**config.mk**
```make
export PLATFORM = sky130hd
export DESIGN_NAME = ptc_front
export DESIGN_NICKNAME = d
export VERILOG_FILES = /design/src/rtl/ptc_pkg.sv /design/src/rtl/ptc_front.sv
export SDC_FILE = /design/constraint.sdc
export NUM_CORES = 1
export LEC_CHECK = 0
export BUFFER_PORTS_ARGS = -buffer_cell sky130_fd_sc_hd__clkbuf_2
export CORE_MARGIN = 10
export CORE_UTILIZATION = 56
export CTS_BUF_LIST = sky130_fd_sc_hd__clkbuf_8
export CTS_CLUSTER_DIAMETER = 80
export CTS_CLUSTER_SIZE = 8
export DETAILED_ROUTE_END_ITERATION = 8
export GPL_ROUTABILITY_DRIVEN = 0
export GPL_TIMING_DRIVEN = 0
export PLACE_DENSITY = 0.75
export SYNTH_ARGS = -nofsm -noshare
export SYNTH_HDL_FRONTEND = slang
export SYNTH_SLANG_ARGS = --single-unit
export TNS_END_PERCENT = 5
```
**constraint.sdc**
```tcl
create_clock -name clk -period 2.15 [get_ports clk]
set_input_delay 0.215 -clock clk [delete_from_list [all_inputs] [get_ports clk]]
set_output_delay 0.215 -clock clk [all_outputs]
set_load 0.05 [all_outputs]
```
**src/rtl/ptc_pkg.sv**
```systemverilog
`timescale 1ns / 1ps
package ptc_pkg;

  localparam int unsigned CfgIdxW = 2;
  localparam int unsigned QDepth  = 4;
  localparam int unsigned QPtrW   = 2;
  localparam int unsigned DivSteps = 32;

  typedef enum logic [CfgIdxW-1:0] {
    REG_COEF_A = 2'd0,
    REG_COEF_B = 2'd1,
    REG_COEF_C = 2'd2,
    REG_OSS    = 2'd3
  } cfg_reg_t;

  // one raw sample waiting for the back end
  typedef struct packed {
    logic [15:0] ut;
    logic [18:0] up;
  } sample_t;

  // queue status seen by the front end
  typedef struct packed {
    logic full;
    logic empty;
  } q_stat_t;

  // one step of an unsigned restoring divider (32-bit)
  typedef struct packed {
    logic [31:0] rem;
    logic [31:0] quo;
    logic [31:0] num;
  } div_st_t;

  function automatic div_st_t div_step(div_st_t s, logic [31:0] den);
    logic [32:0] r;
    div_st_t     o;
    r = {s.rem, s.num[31]};
    o.num = {s.num[30:0], 1'b0};
    if (r >= {1'b0, den}) begin
      o.rem = 32'(r - {1'b0, den});
      o.quo = {s.quo[30:0], 1'b1};
    end else begin
      o.rem = r[31:0];
      o.quo = {s.quo[30:0], 1'b0};
    end
    return o;
  endfunction

  function automatic logic [31:0] asr(logic [31:0] x, int unsigned n);
    return 32'($signed(x) >>> n);
  endfunction

  function automatic logic [31:0] mul32(logic [31:0] a, logic [31:0] b);
    logic [63:0] p;
    p = a * b;
    return p[31:0];
  endfunction

endpackage

```
**src/rtl/ptc_front.sv**
```systemverilog
`timescale 1ns / 1ps
// Accepts samples into a short queue.
module ptc_front (
  input  logic             clk,
  input  logic             rst_n,
  input  logic             push,
  input  ptc_pkg::sample_t push_data,
  input  logic             pop,
  output ptc_pkg::sample_t pop_data,
  output ptc_pkg::q_stat_t stat
);
  import ptc_pkg::*;

  sample_t          mem_r [QDepth];
  logic [QPtrW-1:0] wp_r, wp_nxt, rp_r, rp_nxt;
  logic [QPtrW:0]   cnt_r, cnt_nxt;

  assign stat.full  = (cnt_r == (QPtrW+1)'(QDepth));
  assign stat.empty = (cnt_r == '0);
  assign pop_data   = mem_r[rp_r];

  // advance pointers
  always_comb begin
    wp_nxt  = push ? wp_r + 1'b1 : wp_r;
    rp_nxt  = pop ? rp_r + 1'b1 : rp_r;
    cnt_nxt = cnt_r + (QPtrW+1)'(push) - (QPtrW+1)'(pop);
  end

  always_ff @(posedge clk) begin
    if (!rst_n) begin
      wp_r <= '0; rp_r <= '0; cnt_r <= '0;
    end else begin
      wp_r <= wp_nxt; rp_r <= rp_nxt; cnt_r <= cnt_nxt;
    end
  end

  // hold item data
  always_ff @(posedge clk) begin
    if (push) mem_r[wp_r] <= push_data;
  end
endmodule

```
==> run summary <==
TritonCTS buffer count: 17
Initial Util: 0.570
Slew margin rel.: 0.644
Min Tclk post-route: 2.04 ns
Top FF cell, synth: edfxtp_1
Int Pwr: 5.19 mW
Syn Inst Count: 226
Dominant cells by area after synthesis: edfxtp_1 (76%), mux4_2 (12%), dfxtp_1 (3.2%)
Syn-to-layout area delta: 25.9%
Synth top cells by count: edfxtp_1 (140), mux4_2 (30), dfxtp_1 (9)
Sequential area share after synthesis: 0.791
RSZ-0062 raised after global routing: true
1st-iter DRT viols: 173
Via Count: 2590
Site Rows: 36
Syn nets: 272
Gate power share: 0.159
HPWL Detailed: 6250 microns
H-tree depth reported by CTS: 4
Vias in the first global route: 2969
Synth top area share: 0.758
Core ar.: 0.00973 sq mm
Pwr Total: 6.85 mW
Min-Delay Path Class: in2reg
Total grt overflow: 0
Clk pwr share: 0.349
Pwr Density: 981 mW/mm^2
Final ANT Viol Nets: 0
Switch Pwr: 1.66 mW
Setup crit start kind: flop
Antenna cells: 0
Clk buf depth: 2
Ports: 76
Crit path max fanout: 10
Final slew viol count: 0
Outcome: finished, final reports clean
Area of the multi-input gates: 0.00105 sq mm
Post-route clock period utilization: 0.948
Lkg Pwr: 2.47 nW
Total clock sinks: 149
Peak VDD IR: 0.666 mV
Mapped Area: 0.00555 sq mm
DRC Markers: 0
FILL cells: 613
Worst Tran Pin Value: 0.534 ns
Final setup vio count: 0
Post-route insts no fill: 501
Number of detailed-route iterations in the first pass: 4
CP Cell Sequence: buf_6 > buf_12 > mux4_2 > buf_2
First-pass GRT wire length: 15800 microns
Die Span X: 120 microns
Ratio of cells with drive above 1 in the final layout: 0.399
Switching portion of total power: 0.243
Gr usage total: 0.146
Crit end category: output port
Number of max-cap violations: 0
Reg power frac: 0.492
CTS tree: built
Post-synth EDFFs: 140
Nets: 402
Number of port buffers: 75
Fin. Hold Viols: 0
Placed cell count: 438
Top-count cell post-synth: edfxtp_1
Clock slew at reported path FFs: 0.07 ns
Worst path required time: 1.93 ns
Clk_skew: 0.0100 ns
Crit path kind: reg2out
Worst hold slack: 0.0378 ns
Critical-path top delay cell: mux4_2
Register area: 0.00438 sq mm
Die area: 0.0143 sq mm
Warnings from Yosys: 0
Vias/cell: 5.17
Largest net degree at the start of global routing: 20
WP buf/inv: 3
DIE HEIGHT: 120 microns
WL per Instance: 19.2 microns
Mean Syn Cell Area: 24.5 sq um
Skew-Pair Late Insertion Delay: 0.42 ns
Final WL: 9630 microns
Largest stage delay on the critical path: 0.52 ns
Synth Register Bits: 149
Yosys top cell by area: edfxtp_1
Crit path max-delay family: buffers and inverters
Peak Freq: 491 MHz
CP arrival: 1.82 ns
Async set-reset flop share out of synthesis: 0
Initial antenna violation count: 0
Distinct cells, synth: 21
CTS root buf: clkbuf_8
[final timing paths]
check,startpoint,endpoint,slack (ns),cells past startpoint
setup / recovery,flop,pop_data[12],0.11,4
hold / removal,push_data[17],mem_r[0][17]$_DFFE_PP_,0.04,1
setup reg to reg,cnt_r[0]$_SDFF_PN0_,cnt_r[2]$_SDFF_PN0_,0.37,7
hold reg to reg,rp_r[0]$_SDFFE_PN0P_,flop,0.55,2
[area by class of cell]
| class | count | area share |
|---|---|---|
| plain buffers | 8 | 0.0142 |
| clock buffers | 17 | 0.0335 |
| clock inverters | 14 | 0.0308 |
| inverters | 7 | 0.00376 |
| multi-input cells | 62 | 0.150 |
| flip-flops and latches | 149 | 0.628 |
| well taps | 133 | 0.0238 |
| repair buffers | 111 | 0.115 |
[state kept, by name, summed over array words and instances (netlist names), named ones only]
signal	cells
wp_r	2
mem_r	140
rp_r	2
cnt_r	3
[layer usage]
layer  part of all wire  GRT usage  wire, microns
met1               0.42      0.176           4000
met3              0.055     0.0502            526
met2               0.52      0.236           5000
met4              0.011     0.0641            103
met5                  0          0              0
[power by group through the flow]
| stage | clock network (mW) | logic, mW | registers [mW] |
|---|---|---|---|
| CTS | 2.44 | 1.11 | 3.37 |
| global route | 2.55 | 1.16 | 3.39 |
| global placement | 0 | 1.01 | 3.44 |
| floorplan | 0 | 0.776 | 3.43 |
| finish | 2.39 | 1.09 | 3.37 |
| detailed placement | 0 | 1.06 | 3.44 |
[layout by cell type, fill, tap and decap left out, drive strengths merged]
cell         synthesis  routed
a21bo                1       1
a21oi                1       1
and2                 6       6
and3                 1       1
buf                  7      36
bufinv               0       6
clkbuf               1      68
clkinv               0       6
clkinvlp             0       1
dfxtp                9       9
dlygate4sd3          0      32
edfxtp             140     140
fa                   1       1
ha                   6       6
inv                  7       8
mux2i                1       1
mux4                35      35
nand3b               1       1
nor2                 5       5
nor3                 1       1
xnor2                2       2
xor3                 1       1
[repair_timing]
item                                   CTS  global route
resized for setup                        0            31
endpoints found under the hold margin  120             0
hold buffers                            32             0
setup buffers                            0             0
setup endpoints to repair                0            30
[kinds of logic (layout without fill, tap and decap cells)]
family / after synthesis / after routing / share of synthesized area
DFF: 149 / 149 / 0.791
muxes: 36 / 36 / 0.147
buffers and inverters: 15 / 157 / 0.0212
and+or+nand+nor: 14 / 14 / 0.0135
adders and majority gates: 7 / 7 / 0.0171
xor gates and xnor gates: 3 / 3 / 0.00745
AOI/OAI and AO/OA: 2 / 2 / 0.00271
[per-stage QoR]
stage          setup TNS (ns)  instance area [sq um]  utilization  setup slack, ns
2_1_floorplan               0                   5550            -            0.356
3_3_place_gp           -33.58                   6090        0.626           -0.253
3_5_place_dp                0                   6200        0.637            0.380
4_1_cts                     0                   6970        0.717          0.00912
5_1_grt               -0.0300                   6980        0.717          -0.0186
6_report                    0                   6980        0.717            0.112
Note: power is estimated with default switching activity, not from simulation.
